$ cat src/rdp_pkg.sv
// Shared constants and codes of the random draw pool.
package rdp_pkg;

	localparam int POOL_DEPTH = 4096;
	localparam int ADDR_W     = $clog2(POOL_DEPTH);
	localparam int CNT_W      = 13;
	localparam int BALL_W     = 31;
	localparam int RND_W      = 64;
	localparam int RND_CNT_W  = $clog2(RND_W);
	localparam logic [CNT_W-1:0] CAP_RESET = CNT_W'(4096);

	typedef enum logic [1:0] {
		STATUS_OK    = 2'd0,
		STATUS_FULL  = 2'd1,
		STATUS_EMPTY = 2'd2
	} status_t;

	typedef enum logic {
		KIND_INSERT = 1'b0,
		KIND_DRAW   = 1'b1
	} kind_t;

endpackage

$ cat src/rdp_mod_serial.sv
// Bit-serial restoring modulo of the random value by the ball count.
module rdp_mod_serial (
	input  logic                       clk,
	input  logic                       arst_n,
	input  logic                       start,
	input  logic [rdp_pkg::RND_W-1:0]  dividend,
	input  logic [rdp_pkg::CNT_W-1:0]  divisor,
	output logic                       done,
	output logic [rdp_pkg::CNT_W-1:0]  remainder
);
	import rdp_pkg::*;

	typedef enum logic {
		MS_IDLE,
		MS_RUN
	} mod_state_t;

	mod_state_t           state_q;
	logic [RND_W-1:0]     div_q;
	logic [CNT_W-1:0]     rem_q;
	logic [RND_CNT_W-1:0] cnt_q;
	logic                 done_q;
	logic [CNT_W:0]       trial;
	logic [CNT_W:0]       diff;

	// shift in the next dividend bit, subtract the divisor when it fits
	assign trial = {rem_q, div_q[RND_W-1]};
	assign diff  = trial - {1'b0, divisor};

	always_ff @(posedge clk or negedge arst_n) begin
		if (!arst_n) begin
			state_q <= MS_IDLE;
			done_q  <= 1'b0;
			cnt_q   <= '0;
		end else begin
			done_q <= 1'b0;
			case (state_q)
				MS_IDLE: begin
					if (start) begin
						div_q   <= dividend;
						rem_q   <= '0;
						cnt_q   <= RND_CNT_W'(RND_W - 1);
						state_q <= MS_RUN;
					end
				end
				MS_RUN: begin
					if (trial >= {1'b0, divisor}) begin
						rem_q <= diff[CNT_W-1:0];
					end else begin
						rem_q <= trial[CNT_W-1:0];
					end
					div_q <= {div_q[RND_W-2:0], 1'b0};
					if (cnt_q == '0) begin
						done_q  <= 1'b1;
						state_q <= MS_IDLE;
					end else begin
						cnt_q <= cnt_q - 1'b1;
					end
				end
				default: state_q <= MS_IDLE;
			endcase
		end
	end

	assign done      = done_q;
	assign remainder = rem_q;

endmodule

$ cat config.mk
export PLATFORM = sky130hd
export DESIGN_NAME = rdp_mod_serial
export DESIGN_NICKNAME = d
export VERILOG_FILES = /design/src/rdp_pkg.sv /design/src/rdp_mod_serial.sv
export SDC_FILE = /design/constraint.sdc
export NUM_CORES = 1
export LEC_CHECK = 0
export BUFFER_PORTS_ARGS = -buffer_cell sky130_fd_sc_hd__buf_4
export CORE_ASPECT_RATIO = 1.75
export CORE_MARGIN = 2
export CORE_UTILIZATION = 40
export DETAILED_ROUTE_END_ITERATION = 12
export SLEW_MARGIN = 10
export SYNTH_ARGS = -nofsm -noshare
export SYNTH_HDL_FRONTEND = slang
export SYNTH_SLANG_ARGS = --single-unit
export TNS_END_PERCENT = 50
$ cat constraint.sdc
create_clock -name clk -period 4.8 [get_ports clk]
set_input_delay 0.96 -clock clk [delete_from_list [all_inputs] [get_ports clk]]
set_output_delay 0.96 -clock clk [all_outputs]
set_load 0.03 [all_outputs]
# Word level (Yosys, flattened, before mapping)
# Cells that the tools add are included.
op_classes:
  addsub: 2
  n_lt_le_gt_ge: 1
  n_eq_ne: 2
  n_mux: 13
  bitwise: 1
  reduce_logical: 3
ops:
  columns: ["operator", "n"]
  rows:
  - ["one-hot mux 64 bit (2 select lines)", 1]
  - ["two-way mux 64 bit", 1]
  - ["two-way mux 13 bit", 2]
  - ["one-hot mux 13 bit (2 select lines)", 1]
  - ["greater-or-equal comparator 14 x 13 -> 1 bit", 1]
  - ["subtractor 13 bit", 1]
  - ["two-way mux 6 bit", 2]
  - ["one-hot mux 6 bit (2 select lines)", 1]
  - ["zero test 6 bit", 1]
  - ["subtractor 6 x 1 -> 6 bit, second input constant", 1]
  - ["two-way mux 1 bit", 4]
  - ["inequality test 2 bit, second input constant", 2]
  - ["AND reduction 2 bit", 2]
  - ["one-hot mux 1 bit (2 select lines)", 1]
  - ["inverter 1 bit", 1]
word_totals:
  regBits: 85
  inputBits: 80
  word_cells: 27

# Logic depth before layout (Yosys ltp)
# Gate-level depths: netlist (run 1).
depth:
  ltp_word: 3
  mapped_depth: 12
  depth_no_buf: 10

# Worst setup path before layout (run 1)
# Ideal clock, no wire load.
synth_path:
  path_kind: "input to register"
  start: "input port start"
  end: "register div_q[0], enable pin"
  setup_time_ns: 0.522
  t_arrival_ns: 4.437
  required_time_ns: 4.278
  setup_slack_ns: -0.159
  stages: 2
  path_buffers: 0
  cell_sequence: "nor2_1 -> nor2b_1"
synth_between:
  elab_chain_len: 2
synth_lines:
  columns: ["item", "line_no", "text"]
  rows:
  - ["from (decl)", "rdp_mod_serial.sv:5", "input logic start,"]
  - ["inequality test 2 bit (no line)", null, null]
  - ["AND reduction 2 bit (no line)", null, null]
  - ["to (signal assigned)", "rdp_mod_serial.sv:40", "div_q <= dividend;"]
  - ["to (signal assigned)", "rdp_mod_serial.sv:52", "div_q <= {div_q[RND_W-2:0], 1'b0};"]
  - ["to (decl)", "rdp_mod_serial.sv:19", "logic [RND_W-1:0] div_q;"]
# Every way passes these cells.
# A chain may end at the register's enable or synchronous reset.

# Worst setup path in the final report (run 1)
layout_path:
  start: "input port divisor[0] (netlist name)"
  end: "register rem_q[9], in the netlist remainder[9], data pin"
layout_between:
  elab_chain_len: 3
layout_lines:
  columns: ["item", "line_no", "text"]
  rows:
  - ["from (decl)", "rdp_mod_serial.sv:7", "input logic [rdp_pkg::CNT_W-1:0] divisor,"]
  - ["subtractor 13 bit or greater-or-equal comparator 14 x 13 -> 1 bit (tied branches)", "rdp_mod_serial.sv:28, rdp_mod_serial.sv:47", null]
  - ["two-way mux 13 bit (*)", "rdp_mod_serial.sv:47", "if (trial >= {1'b0, divisor}) begin"]
  - ["one-hot mux 13 bit (2 select lines) (*)", "rdp_mod_serial.sv:37", "case (state_q)"]
  - ["to (signal assigned)", "rdp_mod_serial.sv:48", "rem_q <= diff[CNT_W-1:0];"]
  - ["to (signal assigned)", "rdp_mod_serial.sv:50", "rem_q <= trial[CNT_W-1:0];"]
  - ["to (decl)", "rdp_mod_serial.sv:20", "logic [CNT_W-1:0] rem_q;"]
# Every way passes the cells marked *; elsewhere a longest branch is shown, timed or not.

==> summary.txt, run 1 <==
Status
  • Outcome: completed

Synth
  • #FFs+latches synth: 85
  • Mean area per synthesized cell: roughly 14 um2
  • Synthesized net count: 399
  • Most used flip-flop cell after synthesis: edfxtp_1
  • EDFF count, synth: 77
  • Post-Syn Area: 4254 um2
  • Cell variety after synth: 42
  • Sequential share of the synthesized area: 0.5906
  • Yosys warnings: 0
  • Top cell type by total area after synthesis: edfxtp_1
  • Top cell type's share of synthesized area: 0.5435
  • Post-Synthesis Cells: between 300 and 400
  • Async SR Flop Fraction: 0.09412
  • Synth top area cells: edfxtp_1 54%, mux2_2 17%, dfrtp_1 4.7%

Placement
  • GPL Wtd Cong: about 0.93
  • Dpl ws: between 1000 and 1500 ps
  • PortBufs: 93
  • Hpwl dp: 6169 um

Power and ir drop
  • Peak VDD IR: 0.0002874 V
  • Design Power: around 3.1 mW
  • Pleak: approximately 2.2 nW
  • PD cells: just under 600 nW/um2

Critical path
  • WP data arrival: between 3000 and 4000 ps
  • Crit path largest cell delay: between 400 and 500 ps
  • Slowest CP cell: a21o_1
  • Data required, critical path: about 5000 ps
  • Crit path buf inv count: 1
  • Setup slack, reg-to-reg: a little under 2000 ps
  • Crit-path leading delay family: compound AO/OA/AOI/OAI gates
  • CP Capture Type: flip-flop
  • Startpoint Class: primary input
  • Crit-path max FO: 16
  • Critical path class: in -> reg
  • CP Cell Sequence: buf_4 -> ha_1 -> fa_1 -> and2b_1 -> o2111ai_1 -> a21oi_1 -> o21ai_2 -> a21o_1 -> or2_1 -> o21ai_1

Die
  • Core area: between 10000 and 15000 um2
  • Die height: about 140 um
  • IO Pins: 94
  • Width of the die: between 80 and 90 um
  • Starting density of the core: 0.4130
  • DIE AREA: 11510 um2
  • Core Rows: 49

GRT
  • Initial antenna violation count: 0
  • Largest net degree at the start of global routing: between 70 and 80
  • Vias in the first global route: approximately 2800
  • GRT overflow: 0
  • All-Layer GR Usage: 0.1594
  • Global-route wire length before repair: between 10000 and 15000 um

Layout
  • Most frequent cells in the layout: 95 x buf_4, 77 x edfxtp_1, 63 x mux2_2
  • Synthesis-to-layout area growth: 26.97%
  • Most common cell after layout, fill and taps aside: buf_4
  • Final Util: 0.5244
  • Layout cells sized above 1: 0.4431
  • Ant diodes: 0
  • Final net count: 494

STA
  • FMAX: around 310 MHz
  • Clock skew: 7.695 ps
  • Final Critical Period: about 3200 ps
  • # setup viols final: 0
  • Worst-margin pin slew: ~1000 ps
  • Hold slack final: between 400 and 500 ps
  • RSZ-0062 raised after global routing: false
  • Max Slew Vio Count: 0
  • Final period util: 0.6644
  • Slew HR: 0.3054
  • Total Neg Setup Slack: 0 ps
  • Hold Vio Cnt, Final: 0
  • Final WS setup: roughly 1600 ps

Min path
  • Hold crit path type: in -> async

CTS
  • Clock sink count: 85
  • CTS tree: yes
  • Post-CTS Setup Bufs: 0
  • CTS Hold Bufs: 0
  • Reg clk slew, reported paths: 60 ps
  • CTS max path bufs: 2
  • Gates resized, CTS repair: 0
  • Clock latency on the worst-skew pair: ~340 ps
  • TritonCTS Buffers: 9
  • H-tree Lvls: 3
  • Root buf cell: clkbuf_16

Route
  • Final ANT Viol Nets: 0
  • DRT met1 WL: between 3000 and 4000 um
  • Drt drc: 0
  • TritonRoute pass-1 iters: 4
  • Via count: 2761
  • Vias per Instance: just over 5
  • Wire length on met3: about 480 um
  • Met2 routed WL: 4666 um
  • Post-Route WL: just under 9000 um
  • Drt wl/cell: 16.61 um
  • DRT iter0 DRCs: 72
  • Top Metal Used: met4

Flow run
  • Max cap viols: 0
==> registers in the layout, summed over array words and instances, names as in the netlist <==
name	count
div_q	64
cnt_q	6
state_q	1
done	1
remainder	13
==> cells in the mapped netlist, drive strengths merged, types with 2 or more instances <==
library cell / instances
o21ai: 5
dfrtp: 8
nand2: 15
nor2b: 2
clkbuf: 8
or2: 3
mux2i: 8
a2111oi: 2
nor2: 17
xnor2: 9
nor3: 4
nand2b: 2
mux2: 63
a21oi: 9
inv: 20
xor2: 6
ha: 14
a21o: 3
buf: 3
a31oi: 4
nand3: 6
edfxtp: 77
==> worst paths after layout <==
kind                                 startpoint                    endpoint  cells after the start
hold reg to reg            cnt_q[0]$_DFFE_PN0P_        cnt_q[0]$_DFFE_PN0P_                      1
setup / recovery                     divisor[0]  remainder[9]$_SDFFCE_PN0P_                     10
setup reg to reg            div_q[63]$_DFFE_PP_  remainder[4]$_SDFFCE_PN0P_                     10
min in group clk           cnt_q[0]$_DFFE_PN0P_        cnt_q[0]$_DFFE_PN0P_                      1
max in group asynchronous                arst_n           state_q$_DFF_PN0_                      1
hold / removal                           arst_n        cnt_q[2]$_DFFE_PN0P_                      1
==> stage by stage <==
step,std cells,area (um2)
2_1_floorplan,304,4257
3_5_place_dp,515,5086
3_3_place_gp,515,5086
6_report,531,5401
4_1_cts,531,5401
5_1_grt,531,5401
==> worst register-to-register path, cell delays in order (launching register included) <==
cell and delay [ps]:
edfxtp_1 400, inv_1 80, ha_1 180, fa_1 210, and2b_1 210, o2111ai_1 270, a21oi_1 150, o21ai_2 160
a21o_1 590, mux2i_1 290, nor2_1 60
==> cell type report <==
class	count	area, um2
Clock inverter	6	86.33
Timing Repair Buffer	95	713.2
Sequential cell	85	2514
Inverter	20	75.07
Multi-Input combinational cell	188	1625
Fill cell	925	4898
Clock buffer	10	229.0
Tap cell	127	158.9
==> routing by layer <==
layer  global-route usage  up-vias
met5                    0        -
met1               0.1772     1343
met3              0.05090       18
li1                     -     1321
met4              0.07105        0
met2               0.2709       79
==> power breakdown <==
part / total (mW) / leakage (nW) / switching, mW / internal, mW
registers: 1.18 / 0.847 / 0.117 / 1.06
clock network: 0.742 / 0.154 / 0.285 / 0.456
logic: 1.23 / 1.25 / 0.668 / 0.558
total: 3.15 / 2.25 / 1.07 / 2.08
==> cell families (layout without fill, tap and decap cells) <==
logic type | count (synthesis) | in the layout | synth area share
flip-flops | 85 | 85 | 0.5906
multiplexers | 71 | 71 | 0.1856
AND/OR/NAND/NOR | 55 | 55 | 0.06089
AO/OA/AOI/OAI | 32 | 32 | 0.05706
buffers and inverters | 31 | 131 | 0.02912
adder cells (fa/ha/maj) | 15 | 15 | 0.04588
XOR/XNOR | 15 | 15 | 0.03088
No activity file was read; power rests on OpenSTA's default activity.
==> inputs of run 2 (changes only) <==
--- a/config.mk
+++ b/config.mk
@@ -5,6 +5,7 @@
 export SDC_FILE = /design/constraint.sdc
 export NUM_CORES = 1
 export LEC_CHECK = 0
+export ABC_AREA = 1
 export BUFFER_PORTS_ARGS = -buffer_cell sky130_fd_sc_hd__buf_4
 export CORE_ASPECT_RATIO = 1.75
 export CORE_MARGIN = 2
==> constraint.sdc (replaced) <==
create_clock -name clk -period 3.15 [get_ports clk]
set_input_delay 0.63 -clock clk [delete_from_list [all_inputs] [get_ports clk]]
set_output_delay 0.63 -clock clk [all_outputs]
set_load 0.03 [all_outputs]
==> run 2 against run 1 <==
Effect of this change: die area grew 11%; first-iteration DRC count grew 74%; wire length grew 18%; critical endpoint is now remainder[8]$_SDFFCE_PN0P_; largest cell class unchanged; sequential power grew 92%.
==> summary.txt, run 2 <==
CTS
  • Reg clk slew, reported paths: 60 ps
  • Post-CTS Setup Bufs: 0
  • TritonCTS Buffers: 9
  • Clock latency on the worst-skew pair: about 330 ps
  • Clock sink count: between 80 and 90
  • CTS max path bufs: 2
  • CTS Hold Bufs: 0
  • Gates resized, CTS repair: 0
  • CTS tree: yes
  • H-tree Lvls: 3
  • Root buf cell: clkbuf_16

Synth
  • #FFs+latches synth: 85
  • Synthesized net count: roughly 660
  • Async SR Flop Fraction: 0.09412
  • Count leader, synth: nand2_1
  • Post-Synthesis Cells: about 570
  • Post-Syn Area: 4720 um2
  • Top cells by count, synth: 285 x nand2_1, 77 x edfxtp_1, 63 x inv_1, 28 x nor2_1, 14 x ha_1
  • Yosys warnings: 0
  • Mean area per synthesized cell: around 8.3 um2
  • Synth top area cells: edfxtp_1 49%, nand2_1 23%, inv_1 5.0%
  • Most used flip-flop cell after synthesis: edfxtp_1
  • Top cell type's share of synthesized area: 0.4899
  • Sequential share of the synthesized area: 0.5323
  • Top cell type by total area after synthesis: edfxtp_1
  • Cell variety after synth: 29
  • EDFF count, synth: 77

STA
  • FMAX: between 400 and 500 MHz
  • Max Slew Vio Count: 0
  • Hold Vio Cnt, Final: 0
  • Final Critical Period: roughly 2300 ps
  • # setup viols final: 0
  • Worst-margin pin slew: ~610 ps
  • Slew HR: 0.5962
  • Hold slack final: 116.7 ps
  • Clock skew: about 4.6 ps
  • Final period util: 0.7158
  • Total Neg Setup Slack: 0 ps
  • RSZ-0062 raised after global routing: false

Layout
  • Layout cells sized above 1: 0.2211
  • Most frequent cells in the layout: 285 x nand2_1, 96 x buf_4, 77 x edfxtp_1
  • Final net count: between 700 and 800
  • Biggest register: div_q
  • Largest register FFs: 64
  • Synthesis-to-layout area growth: 24.13%
  • Most common cell after layout, fill and taps aside: nand2_1
  • Ant diodes: 0

Placement
  • PortBufs: 93
  • Hpwl dp: between 7000 and 8000 um
  • GPL Wtd Cong: a little under 0.9

Power and ir drop
  • PD cells: about 1000 nW/um2
  • Pleak: approximately 3.0 nW
  • Part of the power in combinational logic: 0.454
  • Net switching power figure: about 2.5 mW
  • Internal power: around 3.6 mW
  • Peak VDD IR: between 0.0004 and 0.0005 V
  • Switch share: 0.4047
  • Seq pwr share: 0.370
  • Share of total power in the clock network: 0.176

Status
  • Outcome: completed

Critical path
  • WP data arrival: roughly 2300 ps
  • R2R cell count: 11
  • Reg-to-reg startpoint: div_q[63]$_DFFE_PP_
  • Setup slack, reg-to-reg: slightly below 900 ps
  • Worst r2r dst: remainder[8]$_SDFFCE_PN0P_
  • Critical path class: reg -> reg
  • Data required, critical path: roughly 3200 ps
  • CP Capture Type: flip-flop
  • Startpoint Class: flip-flop
  • Crit-path max FO: 3

GRT
  • Largest net degree at the start of global routing: 65
  • GRT overflow: 0
  • Initial antenna violation count: 0
  • Global-route wire length before repair: 17550 um
  • Vias in the first global route: 3892
  • All-Layer GR Usage: 0.1730

Route
  • DRT iter0 DRCs: between 100 and 150
  • Drt drc: 0
  • Post-Route WL: ~10000 um
  • Drt wl/cell: ~13 um
  • TritonRoute pass-1 iters: 4
  • Vias per Instance: 4.770
  • Final ANT Viol Nets: 0
  • Via count: roughly 3800

Die
  • Starting density of the core: 0.4098
  • IO Pins: 94
  • Core area: ~12000 um2
  • Die height: 147.7 um
  • Width of the die: 86.11 um
  • Core Rows: 52
  • DIE AREA: between 10000 and 15000 um2

Min path
  • Hold crit path type: in -> async

Flow run
  • Max cap viols: 0
run 2: worst max-delay path, stage by stage, from the launching register on:
cell and delay (ps):
edfxtp_1 380, inv_1 60, ha_1 210, fa_1 430, o21ai_0 480, nand2_1 130, nand2_1 80, nand2_1 40
nand2_1 50, nand2_1 40, nand2_1 60, nor2_1 40
run 2: cells by family (layout without fill, tap and decap cells):
group / after synthesis / after routing / share of synthesized area
compound gates: 13 / 13 / 0.01697
xor+xnor: 5 / 5 / 0.009281
fa+ha+maj: 15 / 15 / 0.04136
buf+inv: 84 / 180 / 0.07131
flops: 85 / 85 / 0.5323
simple gates: 367 / 367 / 0.3287
run 2: area by class of cell:
type | instances | area (um2)
fillers | 1139 | 5658
flip-flops and latches | 85 | 2514
multi-input cells | 400 | 1878
repair buffers | 97 | 740.7
clock buffers | 12 | 257.7
inverters | 67 | 251.5
well taps | 135 | 168.9
clock inverters | 4 | 47.55
run 2: how the worst max path moves through the flow:
stage	from	end	slack [ps]
after floorplan	state_q$_DFF_PN0_	div_q[0]$_SDFFCE_PP0P_	270
after global placement	divisor[0]	remainder[12]$_SDFFCE_PN0P_	640
after detailed placement	divisor[0]	remainder[8]$_SDFFCE_PN0P_	580
after CTS	div_q[63]$_DFFE_PP_	remainder[8]$_SDFFCE_PN0P_	910
after global routing	div_q[63]$_DFFE_PP_	remainder[8]$_SDFFCE_PN0P_	730
final	div_q[63]$_DFFE_PP_	remainder[8]$_SDFFCE_PN0P_	900
run 2: power by group through the flow:
stage	clock network [mW]	logic (mW)	registers [mW]
floorplan	0	1.99	2.35
global placement	0	2.76	2.27
detailed placement	0	2.81	2.29
CTS	1.11	2.82	2.27
global route	1.15	3.20	2.33
finish	1.07	2.77	2.26
run 2: metal layers:
metal	track usage	routed length [um]	vias up
li1	-	-	1969
met1	0.2088	4209	1727
met3	0.02624	402	24
met4	0.08095	339	0
met5	0	0	-
met2	0.2981	5415	96
run 2: stage by stage:
stage / power [mW] / instances / setup WS, ps / utilization / cell area (um2)
floorplan: 4.337 / 569 / 265.7 / - / 4720
global placement: 5.036 / 784 / 642.5 / 0.4822 / 5553
detailed placement: 5.092 / 784 / 576.8 / 0.4822 / 5553
CTS: 6.203 / 800 / 909.0 / 0.5087 / 5858
global route: 6.676 / 800 / 733.9 / 0.5087 / 5858
finish: 6.105 / 800 / 895.4 / 0.5087 / 5858
==> inputs of run 3 (changes only) <==
==> constraint.sdc (replaced) <==
create_clock -name clk -period 2.15 [get_ports clk]
set_input_delay 0.43 -clock clk [delete_from_list [all_inputs] [get_ports clk]]
set_output_delay 0.43 -clock clk [all_outputs]
set_load 0.03 [all_outputs]
==> run 3 against run 2 <==
Effect of this change: via count is 3.9% higher; fmax is 11% higher; highest routed layer unchanged; design area is 4.5% higher; critical path type unchanged.
==> summary.txt, run 3 (same netlist as run 2, synthesis figures left out) <==
Power and ir drop
  • Peak VDD IR: about 0.0008 V
  • PD cells: between 1500 and 2000 nW/um2
  • Pleak: ~3.1 nW

Placement
  • Hpwl dp: approximately 7800 um
  • PortBufs: between 90 and 100
  • Dpl cell area: slightly below 6000 um2
  • GPL Wtd Cong: between 0.8 and 0.9
  • Dpl ws: -70.98 ps

Layout
  • FILL cells: 1145
  • Largest register FFs: 64
  • Biggest register: div_q
  • Cell area after layout: 6123 um2
  • Ant diodes: 0
  • Final net count: 787
  • Area occupied by multi-input gates: about 1900 um2
  • Register area: roughly 2500 um2
  • Synthesis-to-layout area growth: 29.75%
  • Most common cell after layout, fill and taps aside: nand2_1
  • Layout cells sized above 1: 0.2554
  • Most frequent cells in the layout: 285 x nand2_1, 126 x buf_4, 77 x edfxtp_1

Critical path
  • Worst r2r dst: remainder[4]$_SDFFCE_PN0P_
  • Setup slack, reg-to-reg: around 110 ps
  • Crit-path max FO: 14
  • Reg-to-reg startpoint: div_q[63]$_DFFE_PP_
  • WP data arrival: approximately 2100 ps
  • CP Capture Type: flip-flop
  • Critical path class: reg -> reg
  • R2R cell count: 12
  • Data required, critical path: between 2000 and 2500 ps
  • Startpoint Class: flip-flop

STA
  • Max Slew Vio Count: 0
  • FMAX: 491.4 MHz
  • # setup viols final: 0
  • Hold slack final: 355.9 ps
  • Final Critical Period: approximately 2000 ps
  • Slew HR: 0.5689
  • Worst-margin pin slew: 646.6 ps
  • Final period util: 0.9465
  • Total Neg Setup Slack: 0 ps
  • Hold Vio Cnt, Final: 0
  • Final WS setup: between 100 and 150 ps
  • RSZ-0062 raised after global routing: false
  • Clock skew: roughly 9.2 ps

Die
  • Core Rows: 52
  • Core area: around 12000 um2
  • Width of the die: about 86 um
  • DIE AREA: about 13000 um2
  • Starting density of the core: 0.4098
  • IO Pins: between 90 and 100
  • Die height: 147.7 um

Route
  • TritonRoute pass-1 iters: 4
  • Drt drc: 0
  • Drt wl/cell: about 13 um
  • Vias per Instance: approximately 4.8
  • DRT iter0 DRCs: 105
  • Via count: 3966
  • Post-Route WL: 10700 um
  • Final ANT Viol Nets: 0

Min path
  • Hold endpoint: div_q[31]$_DFFE_PP_
  • Hold crit path type: in -> reg
  • Hold Crit Start: dividend[31]
  • Hold Crit Depth: 3

CTS
  • CTS tree: yes
  • Gates resized, CTS repair: 0
  • Clock latency on the worst-skew pair: ~330 ps
  • H-tree Lvls: 3
  • TritonCTS Buffers: 9
  • CTS max path bufs: 2
  • Root buf cell: clkbuf_16
  • Clock sink count: 85
  • Reg clk slew, reported paths: ~70 ps

GRT
  • All-Layer GR Usage: 0.1781
  • Global-route wire length before repair: about 18000 um
  • GRT overflow: 0
  • Largest net degree at the start of global routing: 65
  • Initial antenna violation count: 0
  • Vias in the first global route: 4039

Flow run
  • Max cap viols: 0

Status
  • Outcome: completed
run 3: cell types whose count changed in the layout (fill, tap and decap cells not counted):
cell	before	now
clkinv_4	0	2
buf_12	1	2
clkbuf_1	2	0
buf_4	96	126
clkinvlp_4	1	0
bufinv_16	1	2
clkbuf_16	10	9
clkinv_2	2	1
clkinv_1	0	2
dlygate4sd3_1	0	1
run 3: worst max-delay path by stage:
stage | depth (start not counted) | endpoint | slack (ps) | start
floorplan | 3 | div_q[0]$_SDFFCE_PP0P_ | 50 | state_q$_DFF_PN0_
global placement | 11 | remainder[12]$_SDFFCE_PN0P_ | -30 | divisor[0]
detailed placement | 11 | remainder[12]$_SDFFCE_PN0P_ | -70 | divisor[0]
CTS | 11 | remainder[12]$_SDFFCE_PN0P_ | 80 | div_q[63]$_DFFE_PP_
global route | 10 | remainder[7]$_SDFFCE_PN0P_ | 1 | remainder[6]$_SDFFCE_PN0P_
finish | 12 | remainder[4]$_SDFFCE_PN0P_ | 110 | div_q[63]$_DFFE_PP_
run 3: what timing repair did:
item | in CTS | in global routing
setup endpoints to repair | 0 | 13
hold buffers | 1 | 0
setup buffers | 0 | 3
endpoints found under the hold margin | 8 | 0
run 3: area by class of cell:
type	instances	area share
Sequential cell	85	0.4105
Clock buffer	9	0.03678
Timing Repair Buffer	129	0.1626
Clock inverter	7	0.01471
Multi-Input combinational cell	400	0.3067
Inverter	67	0.04107
Tap cell	135	0.02758
run 3: critical path, stage by stage (launching register included):
cell	delay, ps
edfxtp_1	370
inv_1	60
ha_1	200
fa_1	410
inv_1	90
nand2_1	80
nand3_4	80
nand2_4	60
nand3_4	140
buf_4	150
nand2_1	50
nand2_1	60
nor2_1	50
run 3: routing by layer:
| layer | wire length [um] | up-vias | track usage |
|---|---|---|---|
| met2 | 5531 | 93 | 0.3043 |
| met1 | 4305 | 1821 | 0.2075 |
| met4 | 419 | 0 | 0.08968 |
| met5 | 0 | - | 0 |
| met3 | 438 | 25 | 0.03797 |
| li1 | - | 2027 | - |
run 3: power breakdown:
group	internal (mW)	total [mW]	switching [mW]
registers	2.90	3.24	0.343
logic	1.84	4.60	2.75
clock network	1.01	1.65	0.636
run 3: through the flow:
stage,utilization,power (mW),instances
after CTS,0.5298,9.575,829
after global placement,0.5015,7.782,812
final,0.5317,9.490,832
after floorplan,-,6.346,569
after detailed placement,0.5015,7.881,812
after global routing,0.5317,10.35,832
